File: config.mk
export PLATFORM = sky130hd
export DESIGN_NAME = lru_key_value_cache_top
export DESIGN_NICKNAME = d
export VERILOG_FILES = /design/src/hw/rtl/lkv_pkg.sv /design/src/hw/rtl/lru_key_value_cache_top.sv /design/src/hw/rtl/lkv_ctrl.sv /design/src/hw/rtl/lkv_datapath.sv
export SDC_FILE = /design/constraint.sdc
export NUM_CORES = 2
export LEC_CHECK = 0
export BUFFER_PORTS_ARGS = -buffer_cell sky130_fd_sc_hd__buf_4
export CORE_UTILIZATION = 28
export CTS_BUF_LIST = sky130_fd_sc_hd__clkbuf_4 sky130_fd_sc_hd__clkbuf_8 sky130_fd_sc_hd__clkbuf_16
export DETAILED_ROUTE_END_ITERATION = 12
export GPL_ROUTABILITY_DRIVEN = 0
export PLACE_DENSITY_LB_ADDON = 0.05
export SLEW_MARGIN = 20
export SYNTH_ARGS = -nofsm -noshare
export SYNTH_HDL_FRONTEND = slang
export SYNTH_SLANG_ARGS = --single-unit
File: constraint.sdc
create_clock -name clk_i -period 20.5 [get_ports clk_i]
set_clock_uncertainty 0.05 [all_clocks]
set_input_delay 3.075 -clock clk_i [delete_from_list [all_inputs] [get_ports clk_i]]
set_output_delay 3.075 -clock clk_i [all_outputs]
set_load 0.1 [all_outputs]
File: src/hw/rtl/lkv_pkg.sv
// Shared types and constants for the LRU key-value cache.
// Used by lkv_ctrl, lkv_datapath and lru_key_value_cache_top; no dependencies.

package lkv_pkg;

  localparam int unsigned DefaultMaxEntries = 16;
  localparam int unsigned LimitW            = 5;
  localparam int unsigned KeyW              = 32;
  localparam int unsigned DataW             = 32;
  localparam logic [LimitW-1:0] LimitReset  = LimitW'(16);

  typedef enum logic {
    OpGet = 1'b0,
    OpPut = 1'b1
  } lkv_op_e;

  typedef enum logic [2:0] {
    StIdle   = 3'b001,
    StMatch  = 3'b010,
    StUpdate = 3'b100
  } lkv_state_e;

  // Commands from the controller to the datapath
  typedef struct packed {
    logic capture;
    logic match;
    logic update;
  } lkv_cmd_t;

endpackage

File: src/hw/rtl/lru_key_value_cache_top.sv
// Top level of the fully associative LRU key-value cache.
// Depends on lkv_pkg, lkv_ctrl and lkv_datapath.
//
// Usage:
//   Command channel: a word (operation_i, lookup_key_i, store_value_i) is taken
//   at a rising edge where start_i is high and busy_o is low. operation_i low
//   is a get, high is a put.
//   Result channel: done_o is high for one cycle with found_o, read_value_o,
//   evicted_o and evicted_key_o. Results cannot be held off; the receiver must
//   take them in that cycle.
//   The match state registers the lookup results and the update state
//   registers the result; busy_o is high only in the match cycle, in which
//   the key is compared against every entry and the victim and free slot
//   are picked. The following cycle writes back recency ranks and may take
//   the next word at the same time.
//   Configuration: cfg_we_i writes cfg_wdata_i to the entry limit (0 acts as
//   1, values above MaxEntries act as MaxEntries). Write only while idle.
//   Reset: all entries are emptied, the limit returns to 16 and the block is
//   ready as soon as reset is released.

module lru_key_value_cache_top import lkv_pkg::*; #(
  parameter int unsigned MaxEntries = DefaultMaxEntries
) (
  input  logic                     clk_i,
  input  logic                     rst_ni,
  input  logic                     start_i,
  output logic                     busy_o,
  input  logic                     operation_i,
  input  logic signed [KeyW-1:0]   lookup_key_i,
  input  logic signed [DataW-1:0]  store_value_i,
  output logic                     done_o,
  output logic                     found_o,
  output logic signed [DataW-1:0]  read_value_o,
  output logic                     evicted_o,
  output logic signed [KeyW-1:0]   evicted_key_o,
  input  logic                     cfg_we_i,
  input  logic [LimitW-1:0]        cfg_wdata_i
);

  lkv_cmd_t cmd;

  lkv_ctrl u_ctrl (
    .clk_i   (clk_i),
    .rst_ni  (rst_ni),
    .start_i (start_i),
    .busy_o  (busy_o),
    .cmd_o   (cmd)
  );

  lkv_datapath #(
    .MaxEntries (MaxEntries)
  ) u_datapath (
    .clk_i         (clk_i),
    .rst_ni        (rst_ni),
    .cmd_i         (cmd),
    .cfg_we_i      (cfg_we_i),
    .cfg_wdata_i   (cfg_wdata_i),
    .operation_i   (operation_i),
    .lookup_key_i  (lookup_key_i),
    .store_value_i (store_value_i),
    .done_o        (done_o),
    .found_o       (found_o),
    .read_value_o  (read_value_o),
    .evicted_o     (evicted_o),
    .evicted_key_o (evicted_key_o)
  );

endmodule

File: src/hw/rtl/lkv_ctrl.sv
// Sequencer for the LRU cache: accept, match, update.
// Depends on lkv_pkg for the state and command types.

module lkv_ctrl import lkv_pkg::*; (
  input  logic     clk_i,
  input  logic     rst_ni,
  input  logic     start_i,
  output logic     busy_o,
  output lkv_cmd_t cmd_o
);

  lkv_state_e state_q, state_d;
  logic       accept;

  assign busy_o = (state_q == StMatch);
  assign accept = start_i && !busy_o;

  always_comb begin
    cmd_o.capture = accept;
    cmd_o.match   = (state_q == StMatch);
    cmd_o.update  = (state_q == StUpdate);
  end

  always_comb begin
    state_d = state_q;
    case (state_q)
      StIdle: begin
        if (accept) state_d = StMatch;
      end
      StMatch: begin
        state_d = StUpdate;
      end
      StUpdate: begin
        // overlap the next word's capture with this word's write-back
        state_d = accept ? StMatch : StIdle;
      end
      default: begin
        state_d = StIdle;
      end
    endcase
  end

  always_ff @(posedge clk_i or negedge rst_ni) begin
    if (!rst_ni) begin
      state_q <= StIdle;
    end else begin
      state_q <= state_d;
    end
  end

endmodule

File: src/hw/rtl/lkv_datapath.sv
// Entry store, key match, victim and free-slot selection, recency update.
// Depends on lkv_pkg; driven by the command struct from lkv_ctrl.

module lkv_datapath import lkv_pkg::*; #(
  parameter int unsigned MaxEntries = DefaultMaxEntries
) (
  input  logic                     clk_i,
  input  logic                     rst_ni,
  input  lkv_cmd_t                 cmd_i,
  input  logic                     cfg_we_i,
  input  logic [LimitW-1:0]        cfg_wdata_i,
  input  logic                     operation_i,
  input  logic signed [KeyW-1:0]   lookup_key_i,
  input  logic signed [DataW-1:0]  store_value_i,
  output logic                     done_o,
  output logic                     found_o,
  output logic signed [DataW-1:0]  read_value_o,
  output logic                     evicted_o,
  output logic signed [KeyW-1:0]   evicted_key_o
);

  localparam int unsigned AgeW = (MaxEntries > 1) ? $clog2(MaxEntries) : 1;
  localparam int unsigned CntW = $clog2(MaxEntries + 1);
  localparam int unsigned CmpW = (CntW > LimitW) ? CntW : LimitW;

  // captured word
  lkv_op_e          op_q;
  logic [KeyW-1:0]  key_q;
  logic [DataW-1:0] val_q;

  logic [LimitW-1:0] limit_q;

  // entry store
  logic [MaxEntries-1:0] valid_q, valid_d;
  logic [KeyW-1:0]       ent_key_q  [MaxEntries];
  logic [KeyW-1:0]       ent_key_d  [MaxEntries];
  logic [DataW-1:0]      ent_data_q [MaxEntries];
  logic [DataW-1:0]      ent_data_d [MaxEntries];
  logic [AgeW-1:0]       ent_age_q  [MaxEntries];
  logic [AgeW-1:0]       ent_age_d  [MaxEntries];
  logic [CntW-1:0]       count_q, count_d;

  // match stage results
  logic [MaxEntries-1:0] hit_q, victim_q, slot_q;
  logic                  hit_any_q, evict_q, slot_any_q;
  logic [AgeW-1:0]       hit_age_q;
  logic [DataW-1:0]      rdata_q;
  logic [KeyW-1:0]       evkey_q;

  // match stage logic
  logic [MaxEntries-1:0] match_vec, hit_vec, victim_vec, free_vec, slot_vec;
  logic [AgeW-1:0]       hit_age;
  logic [DataW-1:0]      rdata_sel;
  logic [KeyW-1:0]       evkey_sel;
  logic [CmpW-1:0]       eff_limit;
  logic                  evict;

  // result words
  logic                  done_q, found_q, evicted_q;
  logic [DataW-1:0]      read_value_q;
  logic [KeyW-1:0]       evicted_key_q;

  always_comb begin
    match_vec  = '0;
    victim_vec = '0;
    for (int i = 0; i < MaxEntries; i++) begin
      match_vec[i]  = valid_q[i] && (ent_key_q[i] == key_q);
      // the least recent entry holds the rank count-1
      victim_vec[i] = valid_q[i] && (CntW'(ent_age_q[i]) == (count_q - CntW'(1)));
    end
    hit_vec = match_vec & (~match_vec + MaxEntries'(1));

    if (limit_q == '0) begin
      eff_limit = CmpW'(1);
    end else if (CmpW'(limit_q) > CmpW'(MaxEntries)) begin
      eff_limit = CmpW'(MaxEntries);
    end else begin
      eff_limit = CmpW'(limit_q);
    end

    evict = (op_q == OpPut) && !(|match_vec) && (CmpW'(count_q) >= eff_limit) &&
            (count_q != '0) && (|victim_vec);

    free_vec = ~valid_q | (evict ? victim_vec : '0);
    slot_vec = free_vec & (~free_vec + MaxEntries'(1));

    hit_age   = '0;
    rdata_sel = '0;
    evkey_sel = '0;
    for (int i = 0; i < MaxEntries; i++) begin
      hit_age   = hit_age   | ({AgeW{hit_vec[i]}}     & ent_age_q[i]);
      rdata_sel = rdata_sel | ({DataW{hit_vec[i]}}    & ent_data_q[i]);
      evkey_sel = evkey_sel | ({KeyW{victim_vec[i]}}  & ent_key_q[i]);
    end
  end

  // update stage logic
  always_comb begin
    valid_d = valid_q;
    for (int i = 0; i < MaxEntries; i++) begin
      ent_key_d[i]  = ent_key_q[i];
      ent_data_d[i] = ent_data_q[i];
      ent_age_d[i]  = ent_age_q[i];
      if (hit_any_q) begin
        // promote the hit entry; those younger than it age by one
        if (valid_q[i] && (ent_age_q[i] < hit_age_q)) begin
          ent_age_d[i] = ent_age_q[i] + AgeW'(1);
        end
        if (hit_q[i]) begin
          ent_age_d[i] = '0;
          if (op_q == OpPut) ent_data_d[i] = val_q;
        end
      end else if (op_q == OpPut) begin
        if (evict_q && victim_q[i]) begin
          valid_d[i]    = 1'b0;
          ent_key_d[i]  = '0;
          ent_data_d[i] = '0;
          ent_age_d[i]  = '0;
        end
        if (slot_any_q) begin
          if (valid_q[i] && !(evict_q && victim_q[i])) begin
            ent_age_d[i] = ent_age_q[i] + AgeW'(1);
          end
          if (slot_q[i]) begin
            valid_d[i]    = 1'b1;
            ent_key_d[i]  = key_q;
            ent_data_d[i] = val_q;
            ent_age_d[i]  = '0;
          end
        end
      end
    end

    count_d = count_q;
    if (!hit_any_q && (op_q == OpPut)) begin
      count_d = count_q - CntW'(evict_q) + CntW'(slot_any_q);
    end
  end

  always_ff @(posedge clk_i or negedge rst_ni) begin
    if (!rst_ni) begin
      limit_q <= LimitReset;
      valid_q <= '0;
      count_q <= '0;
      done_q  <= 1'b0;
      for (int i = 0; i < MaxEntries; i++) begin
        ent_age_q[i] <= '0;
      end
    end else begin
      if (cfg_we_i) limit_q <= cfg_wdata_i;
      done_q <= cmd_i.update;
      if (cmd_i.update) begin
        valid_q <= valid_d;
        count_q <= count_d;
        for (int i = 0; i < MaxEntries; i++) begin
          ent_age_q[i] <= ent_age_d[i];
        end
      end
    end
  end

  // payload registers: invalid entries are never looked at
  always_ff @(posedge clk_i) begin
    if (cmd_i.capture) begin
      op_q  <= lkv_op_e'(operation_i);
      key_q <= lookup_key_i;
      val_q <= store_value_i;
    end
    if (cmd_i.match) begin
      hit_q      <= hit_vec;
      hit_any_q  <= |match_vec;
      hit_age_q  <= hit_age;
      rdata_q    <= rdata_sel;
      evict_q    <= evict;
      victim_q   <= victim_vec;
      evkey_q    <= evkey_sel;
      slot_q     <= slot_vec;
      slot_any_q <= |free_vec;
    end
    if (cmd_i.update) begin
      for (int i = 0; i < MaxEntries; i++) begin
        ent_key_q[i]  <= ent_key_d[i];
        ent_data_q[i] <= ent_data_d[i];
      end
      found_q       <= hit_any_q;
      read_value_q  <= (hit_any_q && (op_q == OpGet)) ? rdata_q : '0;
      evicted_q     <= evict_q;
      evicted_key_q <= evict_q ? evkey_q : '0;
    end
  end

  assign done_o        = done_q;
  assign found_o       = found_q;
  assign read_value_o  = read_value_q;
  assign evicted_o     = evicted_q;
  assign evicted_key_o = evicted_key_q;

endmodule
==> impl_results.md <==
- Hold violation count in the final report: 0
- # rows: 188
- Routed WL: 397 mm
- Yosys reg bits: 1368
- Final instance area: 84800 sq um
- Vias after detailed routing: 60969
- RSZ-0062 raised after global routing: false
- Port Buffer Count: 141
- Clk Latency, worst-skew pair: 0.87 ns
- Reg-to-reg slack, setup: 14.20 ns
- Crit path max fanout: 127
- HP Class: flop to flop
- # IOs: 142
- Pwr/cell area: 100 nW/um^2
- Tmin final: 6.30 ns
- GRT Util Overall: 29.1%
- Final nets: 6848
- Setup_tns: 0 ns
- CTS tree: done
- Fin. max-slew vios: 0
- Hold EP: u_datapath.evicted_key_o[2]$_SDFFCE_PN0P_
- Asr flop ratio synth: 6.87%
- Vias in the first global route: 56659
- Setup WS post-layout: 14.20 ns
- Post-synth cell types: 79
- CTS Root Cell: clkbuf_16
- Number of hold buffers added after cts: 0
- # resized after CTS: 0
- Pre-CTS WS: 14.90 ns
- Met3 wire len: 30.2 mm
- Slew HR: 13.4%
- Hold Crit Start: u_datapath.evkey_q[2]$_DFFE_PP_
- Area after DPL: 78900 sq um
- Crit start category: flop
- Drt drc: 0
- Dpl hpwl: 251 mm
- Status: complete, no violations
- Hold Path Depth: 1
- Die ar.: 266000 sq um
- DR pass1 iterations: 6
- Top Metal Used: met5
- Fmax: 159 MHz
- Clock H-tree levels: 4
- M1 wire length: 177 mm
- Post-synth EDFFs: 1274
- Reg-to-Reg End: u_datapath.rdata_q[1]$_DFFE_PP_
- Setup crit start: u_datapath.key_q[31]$_DFFE_PP_
- Initial antenna violation count: 34
- Top post-synthesis cells by area: edfxtp_1 52%, a22o_1 7.7%, nand2_1 5.7%, xnor2_1 3.5%, xor2_1 3.2%
- Sequential share of the synthesized area: 54.9%
- Clock sink count: 1368
- Critical Path RT: 20.99 ns
- Starting Density: 28.2%
- Fillers: 26622
- First-pass GRT wire length: 532 mm
- Path depth of the worst reg2reg path: 9
- Fin crit share: 30.7%
- WP data arrival: 6.79 ns
- Final setup viols: 0
- Die width: 516 microns
- Mapped cell area: 73900 sq um
- Chip Height: 516 microns
- P_leak: 0.0311 uW
- Core ar.: 263000 sq um
- Critical path type: flop to flop
- Dpl cells: 10029
- Maximum capacitance violations: 0
- Grt ovf: 0
- Wire length on met2: 172 mm
- Total setup buffers inserted after CTS: 0
- Finished Layout Cells: 10359
- Ys flop type: edfxtp_1
- Largest net degree at the start of global routing: 148
- Initial DRC count: 8501
- Layout cell share with drive strength beyond 1: 12.1%
- Most common cell after layout, fill and taps aside: edfxtp_1
- Area share of the largest cell type after synthesis: 51.7%
- VDD IR max: 0.0000951 V
- TritonCTS buffer count: 177
- Clock Tree Buf Depth: 3
- Worst-Margin Slew: 1.29 ns
- Synth area leader: edfxtp_1
- Synth warn: 0
- Avg Cell Area, Syn: 10.8 sq um
- Worst setup EP type: flop
- Syn_nets: 6980
- CTS clock-pin slew for the worst setup and hold paths: 0.06 ns
- Most frequent cells in the layout: 1274 x edfxtp_1, 1096 x nand2_1, 651 x a22o_1
- Syn Inst Count: 6827
- Layout Area Growth over Synthesis: 14.7%
- RR Startpoint: u_datapath.key_q[31]$_DFFE_PP_
- Post-route antenna net violation count: 0
- Via-to-Cell Ratio: 5.89
- Drt wl/cell: 38.3 microns
routing by layer:
layer / GRT usage, % / up-vias
li1: - / 25295
met1: 41.4 / 31673
met2: 43.6 / 3332
met3: 4.76 / 663
met4: 12.1 / 6
met5: 0 / -
where the power goes:
part	leakage, uW	total (uW)	internal (uW)	switching [uW]
clock	0.00289	3230	1850	1380
combinational	0.0153	1850	513	1340
sequential	0.0128	3440	3280	161
total	0.0311	8510	5640	2870
sequential cells by signal, indices dropped and copies added, names as in the netlist, 32 cells and up:
name                      flops
u_datapath.read_value_o      32
u_datapath.ent_age_q         64
u_datapath.val_q             32
u_datapath.ent_data_q       512
u_datapath.evkey_q           32
u_datapath.evicted_key_o     32
u_datapath.key_q             32
u_datapath.ent_key_q        512
u_datapath.rdata_q           32
area by class of cell:
cell class / count / area, sq um / area share, %
flip-flops and latches: 1368 / 40600 / 47.9
multi-input cells: 4602 / 30500 / 36.0
clock buffers: 223 / 4840 / 5.71
well taps: 3515 / 4400 / 5.19
repair buffers: 358 / 2750 / 3.25
clock inverters: 97 / 965 / 1.14
inverters: 188 / 713 / 0.841
diodes: 8 / 20.0 / 0.0236
metrics by stage:
| step | power [uW] | utilization (%) | hold WS (ns) |
|---|---|---|---|
| floorplan | 4470 | - | 0.374 |
| global placement | 5300 | 30.1 | 0.458 |
| detailed placement | 5310 | 30.1 | 0.454 |
| CTS | 8530 | 32.3 | 0.466 |
| global route | 8740 | 32.3 | 0.485 |
| finish | 8510 | 32.3 | 0.454 |
cells in the mapped netlist, types with 50 or more instances:
cell	count
a21oi_1	89
a221oi_1	135
a22o_1	651
a32oi_1	65
and2_1	115
and3_1	68
buf_1	61
buf_2	75
clkbuf_1	512
dfrtp_1	92
edfxtp_1	1274
ha_1	78
inv_1	187
nand2_1	1115
nand2b_1	55
nand3_1	325
nand4_1	155
nor2_1	107
nor4_1	71
o21ai_0	455
o31ai_1	133
or3_1	50
xnor2_1	299
xor2_1	270
critical path, stage by stage (launching register included):
cell and delay (ns):
edfxtp_1 0.86, xnor2_1 1.15, nand4_1 0.16, nor3_1 0.81, nand4_1 0.56, nand3_1 0.33, nor4_4 0.08, buf_12 0.26
a32oi_1 1.17, nand4_1 0.19
cells by family (layout without fill, tap and decap cells):
logic type | after synthesis | count (layout) | share of synthesized area (%)
and+or+nand+nor | 2144 | 2144 | 13.6
AOI/OAI and AO/OA | 1784 | 1784 | 18.2
DFF | 1368 | 1368 | 54.9
buffers and inverters | 857 | 866 | 4.61
xor gates and xnor gates | 581 | 581 | 7.09
adders and majority gates | 79 | 79 | 1.35
muxes | 14 | 14 | 0.213
other | 0 | 8 | 0
worst max-delay path by stage:
stage / endpoint / slack (ns) / cells after the start
after CTS: u_datapath.slot_q[2]$_DFFE_PP_ / 14.89 / 10
after global placement: u_datapath.slot_q[2]$_DFFE_PP_ / 14.87 / 9
after detailed placement: u_datapath.slot_q[2]$_DFFE_PP_ / 14.90 / 10
after floorplan: u_datapath.count_q[0]$_DFFE_PN0P_ / 3.96 / 5
after global routing: u_datapath.rdata_q[1]$_DFFE_PP_ / 14.57 / 9
final: u_datapath.rdata_q[1]$_DFFE_PP_ / 14.20 / 9
No activity file was read; power rests on OpenSTA's default activity.
